[config.mk]
export PLATFORM = sky130hd
export DESIGN_NAME = response_record_deframer
export DESIGN_NICKNAME = d
export VERILOG_FILES = /design/src/rtl/rrd_pkg.sv /design/src/rtl/rrd_parser.sv /design/src/rtl/rrd_skid.sv /design/src/rtl/response_record_deframer.sv
export VERILOG_INCLUDE_DIRS = /design/src /design/src/rtl
export SDC_FILE = /design/constraint.sdc
export NUM_CORES = 1
export LEC_CHECK = 0
export BUFFER_PORTS_ARGS = -buffer_cell sky130_fd_sc_hd__buf_2
export CORE_ASPECT_RATIO = 0.5
export CORE_MARGIN = 5
export CORE_UTILIZATION = 30
export CTS_CLUSTER_DIAMETER = 30
export DETAILED_ROUTE_END_ITERATION = 16
export SLEW_MARGIN = 5
export SYNTH_ARGS = -nofsm -noshare
export SYNTH_HDL_FRONTEND = slang
export SYNTH_SLANG_ARGS = --single-unit
[constraint.sdc]
create_clock -name clk -period 15.6 [get_ports clk]
set_clock_uncertainty 0.1 [all_clocks]
set_input_delay 3.12 -clock clk [delete_from_list [all_inputs] [get_ports clk]]
set_output_delay 3.12 -clock clk [all_outputs]
set_load 0.005 [all_outputs]
[src/rtl/response_record_deframer_macros.svh]
// Assertion helpers shared by the deframer modules.
`ifndef RESPONSE_RECORD_DEFRAMER_MACROS_SVH
`define RESPONSE_RECORD_DEFRAMER_MACROS_SVH

// Checks a property on every rising edge while reset is released.
`define RRD_ASSERT(label, prop, msg) \
	label: assert property (@(posedge clk) disable iff (!arst_n) prop) else $error(msg);

// Checks a property on every rising edge, reset included.
`define RRD_ASSERT_ALWAYS(label, prop, msg) \
	label: assert property (@(posedge clk) prop) else $error(msg);

`endif

[src/rtl/rrd_pkg.sv]
package rrd_pkg;

	// Parser phase codes.
	localparam logic [1:0] PH_HEADER  = 2'd0;
	localparam logic [1:0] PH_CONTENT = 2'd1;
	localparam logic [1:0] PH_PADDING = 2'd2;

	// Record type codes of interest.
	localparam logic [7:0] TYPE_END = 8'd3;
	localparam logic [7:0] TYPE_OUT = 8'd6;
	localparam logic [7:0] TYPE_ERR = 8'd7;

	// Result kind codes.
	localparam logic [1:0] KIND_STDOUT = 2'd0;
	localparam logic [1:0] KIND_STDERR = 2'd1;
	localparam logic [1:0] KIND_DONE   = 2'd2;

	// Header byte positions.
	localparam logic [2:0] HDR_TYPE     = 3'd1;
	localparam logic [2:0] HDR_OWNER_HI = 3'd2;
	localparam logic [2:0] HDR_OWNER_LO = 3'd3;
	localparam logic [2:0] HDR_LEN_HI   = 3'd4;
	localparam logic [2:0] HDR_LEN_LO   = 3'd5;
	localparam logic [2:0] HDR_PAD      = 3'd6;
	localparam logic [2:0] HDR_LAST     = 3'd7;

	// Register addresses (word index).
	localparam logic REG_REQUEST_ID = 1'b0;

	localparam logic [15:0] REQUEST_ID_RESET = 16'd1;

	// One result word.
	typedef struct packed {
		logic [1:0]  kind;
		logic [7:0]  data_byte;
		logic [31:0] stdout_total;
		logic [31:0] stderr_total;
	} rrd_result_t;

endpackage

[src/rtl/rrd_parser.sv]
`include "response_record_deframer_macros.svh"

module rrd_parser #(
	parameter int TOTAL_BITS = 32
) (
	input  logic                clk,
	input  logic                arst_n,
	input  logic                accept,
	input  logic [7:0]          in_byte,
	input  logic [15:0]         request_id,
	output logic                push,
	output rrd_pkg::rrd_result_t result
);
	import rrd_pkg::*;

	logic [1:0]            phase_q, phase_d;
	logic [2:0]            header_index_q, header_index_d;
	logic [7:0]            record_type_q, record_type_d;
	logic [15:0]           record_owner_q, record_owner_d;
	logic [15:0]           content_left_q, content_left_d;
	logic [7:0]            padding_left_q, padding_left_d;
	logic [TOTAL_BITS-1:0] out_count_q, out_count_d;
	logic [TOTAL_BITS-1:0] err_count_q, err_count_d;
	logic [TOTAL_BITS-1:0] out_inc, err_inc;
	logic                  owned;
	logic                  push_d;
	rrd_result_t           res_d;
	logic                  in_header;
	logic                  done_push;
	logic                  totals_zero;

	// Saturating increments of both totals.
	assign out_inc = (out_count_q == '1) ? out_count_q : out_count_q + TOTAL_BITS'(1);
	assign err_inc = (err_count_q == '1) ? err_count_q : err_count_q + TOTAL_BITS'(1);
	assign owned   = (record_owner_q == request_id);

	// Next state and result for the byte on the input.
	always_comb begin
		phase_d        = phase_q;
		header_index_d = header_index_q;
		record_type_d  = record_type_q;
		record_owner_d = record_owner_q;
		content_left_d = content_left_q;
		padding_left_d = padding_left_q;
		out_count_d    = out_count_q;
		err_count_d    = err_count_q;
		push_d         = 1'b0;
		res_d.kind         = KIND_DONE;
		res_d.data_byte    = 8'd0;
		res_d.stdout_total = 32'(out_count_q);
		res_d.stderr_total = 32'(err_count_q);
		case (phase_q)
			PH_CONTENT: begin
				content_left_d = content_left_q - 16'd1;
				if (owned && record_type_q == TYPE_OUT) begin
					out_count_d        = out_inc;
					push_d             = 1'b1;
					res_d.kind         = KIND_STDOUT;
					res_d.data_byte    = in_byte;
					res_d.stdout_total = 32'(out_inc);
				end else if (owned && record_type_q == TYPE_ERR) begin
					err_count_d        = err_inc;
					push_d             = 1'b1;
					res_d.kind         = KIND_STDERR;
					res_d.data_byte    = in_byte;
					res_d.stderr_total = 32'(err_inc);
				end
				if (content_left_d == 16'd0) begin
					if (!push_d && owned && record_type_q == TYPE_END) begin
						push_d      = 1'b1;
						out_count_d = '0;
						err_count_d = '0;
					end
					phase_d = (padding_left_q != 8'd0) ? PH_PADDING : PH_HEADER;
				end
			end
			PH_PADDING: begin
				padding_left_d = padding_left_q - 8'd1;
				if (padding_left_d == 8'd0) begin
					phase_d = PH_HEADER;
				end
			end
			default: begin
				// Header phase; the unused code behaves the same way.
				phase_d = PH_HEADER;
				case (header_index_q)
					HDR_TYPE:     record_type_d = in_byte;
					HDR_OWNER_HI: record_owner_d[15:8] = in_byte;
					HDR_OWNER_LO: record_owner_d[7:0] = in_byte;
					HDR_LEN_HI:   content_left_d[15:8] = in_byte;
					HDR_LEN_LO:   content_left_d[7:0] = in_byte;
					HDR_PAD:      padding_left_d = in_byte;
					default:      ;
				endcase
				if (header_index_q == HDR_LAST) begin
					header_index_d = 3'd0;
					if (content_left_d != 16'd0) begin
						phase_d = PH_CONTENT;
					end else begin
						// An empty end-request record completes right here.
						if (record_type_d == TYPE_END && record_owner_d == request_id) begin
							push_d      = 1'b1;
							out_count_d = '0;
							err_count_d = '0;
						end
						phase_d = (padding_left_d != 8'd0) ? PH_PADDING : PH_HEADER;
					end
				end else begin
					header_index_d = header_index_q + 3'd1;
				end
			end
		endcase
	end

	assign push   = accept && push_d;
	assign result = res_d;

	// State registers advance on each accepted word.
	always_ff @(posedge clk or negedge arst_n) begin
		if (!arst_n) begin
			phase_q        <= PH_HEADER;
			header_index_q <= 3'd0;
			record_type_q  <= 8'd0;
			record_owner_q <= 16'd0;
			content_left_q <= 16'd0;
			padding_left_q <= 8'd0;
			out_count_q    <= '0;
			err_count_q    <= '0;
		end else if (accept) begin
			phase_q        <= phase_d;
			header_index_q <= header_index_d;
			record_type_q  <= record_type_d;
			record_owner_q <= record_owner_d;
			content_left_q <= content_left_d;
			padding_left_q <= padding_left_d;
			out_count_q    <= out_count_d;
			err_count_q    <= err_count_d;
		end
	end

	// Terms used by the checks below.
	assign in_header   = (phase_q == PH_HEADER);
	assign done_push   = push && (res_d.kind == KIND_DONE);
	assign totals_zero = (out_count_q == '0) && (err_count_q == '0);

	// The header counter only moves during the header phase.
	`RRD_ASSERT(a_index_in_header, !in_header |-> (header_index_q == 3'd0), "stray header index")
	// A completion clears both totals.
	`RRD_ASSERT(a_done_clears, done_push |=> totals_zero, "totals not cleared after completion")
	// The content phase always has bytes left to take.
	`RRD_ASSERT(a_content_left, (phase_q == PH_CONTENT) |-> |content_left_q, "empty content phase")
	// The padding phase always has bytes left to skip.
	`RRD_ASSERT(a_pad_left, (phase_q == PH_PADDING) |-> |padding_left_q, "empty padding phase")

endmodule

[src/rtl/rrd_skid.sv]
`include "response_record_deframer_macros.svh"

module rrd_skid (
	input  logic                clk,
	input  logic                arst_n,
	input  logic                push,
	input  rrd_pkg::rrd_result_t wdata,
	output logic                can_accept,
	output logic                out_valid,
	input  logic                out_ready,
	output rrd_pkg::rrd_result_t rdata
);
	import rrd_pkg::*;

	logic        out_valid_q;
	logic        skid_valid_q;
	rrd_result_t out_q;
	rrd_result_t skid_q;
	logic        pop;
	logic        stall;

	assign pop        = out_valid_q && out_ready;
	assign stall      = out_valid_q && !out_ready;
	assign can_accept = !skid_valid_q;
	assign out_valid  = out_valid_q;
	assign rdata      = out_q;

	// Control: output register with one skid entry behind it.
	always_ff @(posedge clk or negedge arst_n) begin
		if (!arst_n) begin
			out_valid_q  <= 1'b0;
			skid_valid_q <= 1'b0;
		end else if (skid_valid_q) begin
			if (pop) begin
				skid_valid_q <= 1'b0;
			end
		end else if (push) begin
			if (!out_valid_q || pop) begin
				out_valid_q <= 1'b1;
			end else begin
				skid_valid_q <= 1'b1;
			end
		end else if (pop) begin
			out_valid_q <= 1'b0;
		end
	end

	// Payload registers.
	always_ff @(posedge clk) begin
		if (skid_valid_q) begin
			if (pop) begin
				out_q <= skid_q;
			end
		end else if (push) begin
			if (!out_valid_q || pop) begin
				out_q <= wdata;
			end else begin
				skid_q <= wdata;
			end
		end
	end

	// The skid entry is only used behind a full output register.
	`RRD_ASSERT_ALWAYS(a_skid_behind_out, skid_valid_q |-> out_valid_q, "skid without output")
	// A word arriving at a stalled full output goes to the skid entry.
	`RRD_ASSERT(a_skid_fill, (stall && push) |=> skid_valid_q, "stalled word was dropped")
	// A stalled output word stays in place until it is taken.
	`RRD_ASSERT(a_out_hold, stall |=> (out_valid_q && $stable(out_q)), "stalled word changed")

endmodule

[src/rtl/response_record_deframer.sv]
// Response record deframer.
// Input channel: one byte of the response record stream per word (in_byte,
// in_valid, in_ready). Each record is an 8-byte header, content and padding.
// Output channel: one result word (kind, data_byte, stdout_total,
// stderr_total, out_valid, out_ready) for every stdout or stderr content byte
// of the configured request id, and one completion word when that id's
// end-request record finishes; totals are then cleared.
// Configuration: request_id at byte address 0 over the APB port; write it
// only while the block is idle. Reset value is 1.
// Parser state and results are registered when their byte is accepted.
// Throughput: one byte per cycle while in_ready is high.
// Stall: the output register has one skid entry behind it that holds one more
// result while one waits; in_ready drops only when the skid entry is full.
// Reset: asynchronous; clears the parser to the start of a header, both totals
// and the output buffer, and sets request_id to 1.
module response_record_deframer #(
	parameter int TOTAL_BITS = 32
) (
	input  logic        clk,
	input  logic        arst_n,
	input  logic        in_valid,
	output logic        in_ready,
	input  logic [7:0]  in_byte,
	output logic        out_valid,
	input  logic        out_ready,
	output logic [1:0]  kind,
	output logic [7:0]  data_byte,
	output logic [31:0] stdout_total,
	output logic [31:0] stderr_total,
	input  logic        psel,
	input  logic        penable,
	input  logic        pwrite,
	input  logic [2:0]  paddr,
	input  logic [31:0] pwdata,
	output logic [31:0] prdata,
	output logic        pready
);
	import rrd_pkg::*;

	logic        reg_sel;
	logic [15:0] req_id_q;
	logic        accept;
	logic        push;
	logic        can_accept;
	rrd_result_t result;
	rrd_result_t rdata;

	// Configuration register.
	assign pready = 1'b1;
	always_ff @(posedge clk or negedge arst_n) begin
		if (!arst_n) begin
			req_id_q <= REQUEST_ID_RESET;
		end else if (psel && penable && pwrite && paddr[2] == REG_REQUEST_ID) begin
			req_id_q <= pwdata[15:0];
		end
	end
	assign reg_sel = (paddr[2] == REG_REQUEST_ID);
	assign prdata  = reg_sel ? {16'd0, req_id_q} : 32'd0;

	assign in_ready = can_accept;
	assign accept   = in_valid && can_accept;

	rrd_parser #(
		.TOTAL_BITS(TOTAL_BITS)
	) u_parser (
		.clk       (clk),
		.arst_n    (arst_n),
		.accept    (accept),
		.in_byte   (in_byte),
		.request_id(req_id_q),
		.push      (push),
		.result    (result)
	);

	rrd_skid u_skid (
		.clk       (clk),
		.arst_n    (arst_n),
		.push      (push),
		.wdata     (result),
		.can_accept(can_accept),
		.out_valid (out_valid),
		.out_ready (out_ready),
		.rdata     (rdata)
	);

	assign kind         = rdata.kind;
	assign data_byte    = rdata.data_byte;
	assign stdout_total = rdata.stdout_total;
	assign stderr_total = rdata.stderr_total;

endmodule

-- Yosys cells after proc, flatten, opt, wreduce, memory -nomap -nowiden
Index checks and enable logic that the tools add are counted.
- mux-type cells: 60
- reduce and logical (&&, ||, !) cells: 34
- equal/unequal tests: 22
- bitwise gates (word level): 6
- add/subtract/negate cells: 5
- operators by type and width (operator ; count):
    two-way mux 32 bit ; 12
    two-way mux 74 bit ; 5
    one-hot mux 32 bit (2 select lines) ; 2
    two-way mux 8 bit ; 12
    adder 32 x 1 -> 32 bit, second input constant ; 2
    == test 32 bit, second input constant ; 2
    == test 16 bit ; 2
    one-hot mux 16 bit (2 select lines) ; 1
    two-way mux 10 bit ; 2
    == test 8 x 2 -> 1 bit, second input constant ; 2
    == test 8 x 3 -> 1 bit, second input constant ; 2
    logical NOT 16 bit ; 1
    two-way mux 16 bit ; 1
    one-hot mux 8 bit (2 select lines) ; 1
    nonzero test 16 bit ; 1
    nonzero test 8 bit ; 2
    subtractor 16 x 1 -> 16 bit, second input constant ; 1
    two-way mux 1 bit ; 15
    == test 3 bit, second input constant ; 4
    two-way mux 2 bit ; 6
    AND reduction 3 bit ; 4
    logical AND 1 bit ; 11
    nonzero test 2 bit ; 5
    logical NOT 8 bit ; 1
    17 further kinds ; 30
- bits in registers: 283
- output and inout bits: 109
- input bits: 50

-- Longest topological paths before layout
- word-level depth: 14
- gate-level depth with buffers: 12

-- Modules after synthesis
A second synthesis with hierarchy kept.
- cells, all modules: 1404
- area, all modules: 15257.1 um^2
- by module, submodules not included (module ; instances ; cells each ; area each (um^2) ; sequential area each (um^2)):
    rrd_parser ; 1 ; 1091 ; 8862.2 ; 2927.8
    rrd_skid ; 1 ; 242 ; 5487.8 ; 4494.3
    response_record_deframer ; 1 ; 71 ; 907.1 ; 401.6

-- Least setup slack after synthesis
Ideal clock, no wire load.
- kind: input -> register
- start: input port in_byte[3]
- end: register u_skid.skid_q[0] (netlist name) (enable)
- required time: 14787 ps
- arrival: 12347 ps
- setup slack: 2440 ps
- library setup time: 713 ps
- cell stages on the path: 8
- cell sequence: buf_2 > or4_4 > nor3_1 > o211ai_1 > or3_4 > nor4_4 > a32oi_1 > nor4b_1
- word-level cells in the longest chain between the ends: 10
- elaborated cells on any way between the ends: 20
- classes of those cells: eq/ne: 2; mux: 14; reduce/logical: 4
- ends and longest elaborated chain (item ; RTL line ; source):
    start, declared ; response_record_deframer.sv:23 ; input logic [7:0] in_byte,
    two-way mux 8 bit ; rrd_parser.sv:86 ; case (header_index_q)
    two-way mux 8 bit ; rrd_parser.sv:52 ; case (phase_q)
    == test 16 bit / == test 8 x 2 -> 1 bit (equally long branches) ; rrd_parser.sv:101 ; if (record_type_d == TYPE_END && record_owner_d == request_id) begin
    logical AND 1 bit ; rrd_parser.sv:101 ;
    two-way mux 1 bit ; rrd_parser.sv:101 ;
    two-way mux 1 bit (*) ; rrd_parser.sv:97 ; if (content_left_d != 16'd0) begin
    two-way mux 1 bit (*) ; rrd_parser.sv:95 ; if (header_index_q == HDR_LAST) begin
    one-hot mux 1 bit (2 select lines) (*) ; rrd_parser.sv:52 ;
    logical AND 1 bit (*) ; rrd_parser.sv:115 ; assign push = accept && push_d;
    AND reduction 3 bit (no source line) (*) ; n/a ;
    end signal, assigned ; rrd_skid.sv:58 ; skid_q <= wdata;
    end, declared ; rrd_skid.sv:18 ; rrd_result_t skid_q;
Mark *: on every way between the ends. The rest lies on a longest branch, timed or not. The select of a mux whose other input is x is not followed.
A chain may end at the register's enable or synchronous reset.

-- Worst setup path after layout
- start: input port paddr[2]
- end: output port prdata[9]
- word-level cells in the longest chain between the ends: 1
- ends and longest elaborated chain (item ; RTL line ; source):
    start, declared ; response_record_deframer.sv:33 ; input logic [2:0] paddr,
    two-way mux 16 bit ; response_record_deframer.sv:58 ; assign prdata = reg_sel ? {16'd0, req_id_q} : 32'd0;
    end, declared ; response_record_deframer.sv:35 ; output logic [31:0] prdata,
No other way between the ends.

==> reports/metrics.csv <==
metric,value,unit
max incr delay on CP,0.29,ns
antenna violations before repair,2,
buffers plus inverters on the worst setup path,2,
Worst VDD drop,0.0000811,V
Synth async-reset ratio,47.7,%
"Avg Cell Area, Syn",10.9,um2
Setup TNS Final,0,ns
die width,334,um
# resized after CTS,0,
remaining routing DRC violations,0,
Area Growth Syn to Fin,19.5,%
largest net degree at the start of global routing,82,
Synth top cells by count,"edfxtp_1, dfrtp_1, mux2_2",
Yosys warning count,0,
synth unique cells,88,
DRT iter0 DRCs,766,
crit path launch,paddr[2],
worst slew pin tran,1.15,ns
FF+latch area,7820,um2
CP Max Fanout,17,
synthesized flop and latch total,283,
number of nets in the layout,1608,
top cell type's share of synthesized area,28.2,%
via count,11900,
Tmin final,6.86,ns
RSZ-0062 raised after global routing,false,
H-tree levels,2,
FF-to-FF setup slack,11.03,ns
CTS tree,yes,
port bufs,123,
DP Area,16900,um2
"Reg clk slew, reported paths",0.04,ns
"EDFF count, synth",148,
Routed Antenna Nets,0,
Final Hold Vio Count,0,
period utilization,44.0,%
DPL Wire Length,26400,um
hold wc startpoint,u_parser.record_type_q[4]$_DFFE_PN0P_,
startpoint types,input port,
IO Pins,159,
Top Family by Delay on Critical Path,buffers and inverters,
area occupied by multi-input gates,7310,um2
critical-path cell list,"buf_2, nor2b_1, buf_2",
Slew HR,22.8,%
Highest Clock Rate,146,MHz
P_leak,0.00779,uW
leading post-synthesis cells by cell area,"edfxtp_1, dfrtp_1, mux2_2",
Final Wtd Congestion,0.844,
post-synthesis sequential area ratio,49.7,%
Inst Count DP,2185,
drt via density,5.19,
Synth area leader,edfxtp_1,
TritonCTS Sinks,283,
Post CTS Setup Buffer Count,0,
drt first pass iters,5,
Worst path most repeated cell,buf_2,
Hold/Removal Path Class,reg -> reg,
final-report max-slew violation count,0,
crit path DAT,3.64,ns
most common cell in the synthesized netlist,edfxtp_1,
total CTS buffers,57,
Skew-Pair Late Insertion Delay,0.59,ns
fill count,5201,
kind of critical path,in -> out,
hold bufs inserted after CTS,0,
row count,59,
outcome,finished clean,
ant diodes,0,
synthesized instance count,1445,
global-route wire length before repair,64300,um
Starting Density,30.3,%
CP required,12.38,ns
Worst setup EP type,output port,
max-cap violation count,0,
setup violators final,0,
CTS max path bufs,3,
GR Util All Layers,13.7,%
Root Driver,clkbuf_16,
Die ar.,57400,um2
synthesized cell area,15700,um2
Finished Layout Cells,2293,
PD cells,146,nW/um2
WL per Instance,17.8,um
Routed Wire Length,40800,um
GRT overflow,0,
worst reg2reg path startpoint,u_parser.header_index_q[2]$_DFFE_PN0P_,
Die H,172,um
core area,52000,um2
"Core Util, Final",36.2,%
prevailing post-synth register cell,edfxtp_1,
slowest library cell on the worst path,buf_2,
ratio of cells with drive above 1 in the final layout,24.0,%
vias in the first global route,11700,
final instance area,18800,um2
final timing paths:
check	cells after the start	endpoint
worst max-delay path	3	prdata[9]
worst min-delay path	1	u_parser.record_type_q[4]$_DFFE_PN0P_
worst max register to register	10	u_skid.rdata[64]$_DFFE_PP_
worst min register to register	1	u_parser.record_type_q[4]$_DFFE_PN0P_
max in group asynchronous	2	u_parser.record_type_q[4]$_DFFE_PN0P_
min in group asynchronous	1	u_parser.out_count_q[17]$_DFFE_PN0P_
routing by layer:
layer | routed length, um | global-route usage (%)
met1 | 18400 | 18.0
met2 | 19700 | 23.5
met3 | 1940 | 2.70
met4 | 723 | 3.66
met5 | 27 | 0
final cells by class:
cell class                      count  area share [%]
Inverter                           38           0.758
Clock inverter                     40            2.18
Tap cell                          701            4.66
Sequential cell                   283            41.6
Multi-Input combinational cell   1024            38.8
Timing Repair Buffer              139            3.94
Clock buffer                       68            8.02
flip-flops by register name, indices dropped and copies added, names as in the netlist, 8 cells and up:
register	cells
req_id_q	16
u_parser.content_left_q	16
u_parser.record_owner_q	16
u_parser.record_type_q	8
u_parser.out_count_q	32
u_skid.rdata	74
u_parser.padding_left_q	8
u_parser.err_count_q	32
u_skid.skid_q	74
worst reg2reg max path: cells and delay by family (launching register included):
kind / cells / cell delay (ns)
XOR/XNOR: 1 / 0.25
multiplexers: 1 / 0.28
AO/OA/AOI/OAI: 2 / 0.39
AND/OR/NAND/NOR: 3 / 1.09
buffers and inverters: 2 / 0.92
adder cells (fa/ha/maj): 1 / 0.53
flip-flops: 1 / 0.58
cells by family (layout without fill, tap and decap cells):
family | count (synthesis) | count (layout) | share of synthesized area, %
and+or+nand+nor | 539 | 539 | 19.5
DFF | 283 | 283 | 49.7
AOI/OAI and AO/OA | 231 | 231 | 10.9
buffers and inverters | 153 | 285 | 4.44
muxes | 128 | 128 | 8.99
xor gates and xnor gates | 94 | 94 | 5.28
adders and majority gates | 15 | 15 | 1.19
other | 2 | 17 | 0.0477
through the flow:
stage / total power (uW) / hold WS (ns) / worst slack (ns)
floorplan: 1410 / 0.373 / 2.44
global placement: 1540 / 0.384 / 8.75
detailed placement: 1550 / 0.388 / 8.72
CTS: 2760 / 0.400 / 8.71
global route: 2880 / 0.417 / 8.67
finish: 2740 / 0.408 / 8.74
where the power goes:
| group | total (uW) | switching [uW] | internal [uW] |
|---|---|---|---|
| registers | 996 | 124 | 871 |
| logic | 549 | 312 | 237 |
| clock network | 1190 | 439 | 755 |
| total | 2740 | 876 | 1860 |
cells in the final DEF, fill, tap and decap left out, drive strengths merged, types with 7 or more instances in the layout:
cell / count
and3: 37
or4: 10
a211oi: 11
clkinvlp: 10
clkinv: 13
inv: 52
edfxtp: 148
dfrtp: 134
mux2: 105
buf: 139
nor4: 50
a31oi: 14
o211a: 8
and2: 17
nor2: 65
nand4: 60
xnor2: 69
nand2: 92
o21a: 11
xor2: 25
nand2b: 9
a21oi: 33
ha: 15
o22ai: 15
mux2i: 23
a221o: 15
nor3: 47
o21ai: 28
o31ai: 7
nor2b: 25
or3: 11
clkbuf: 68
conb: 17
a211o: 30
o211ai: 17
nand3: 81
(Power assumes the default switching activity.)
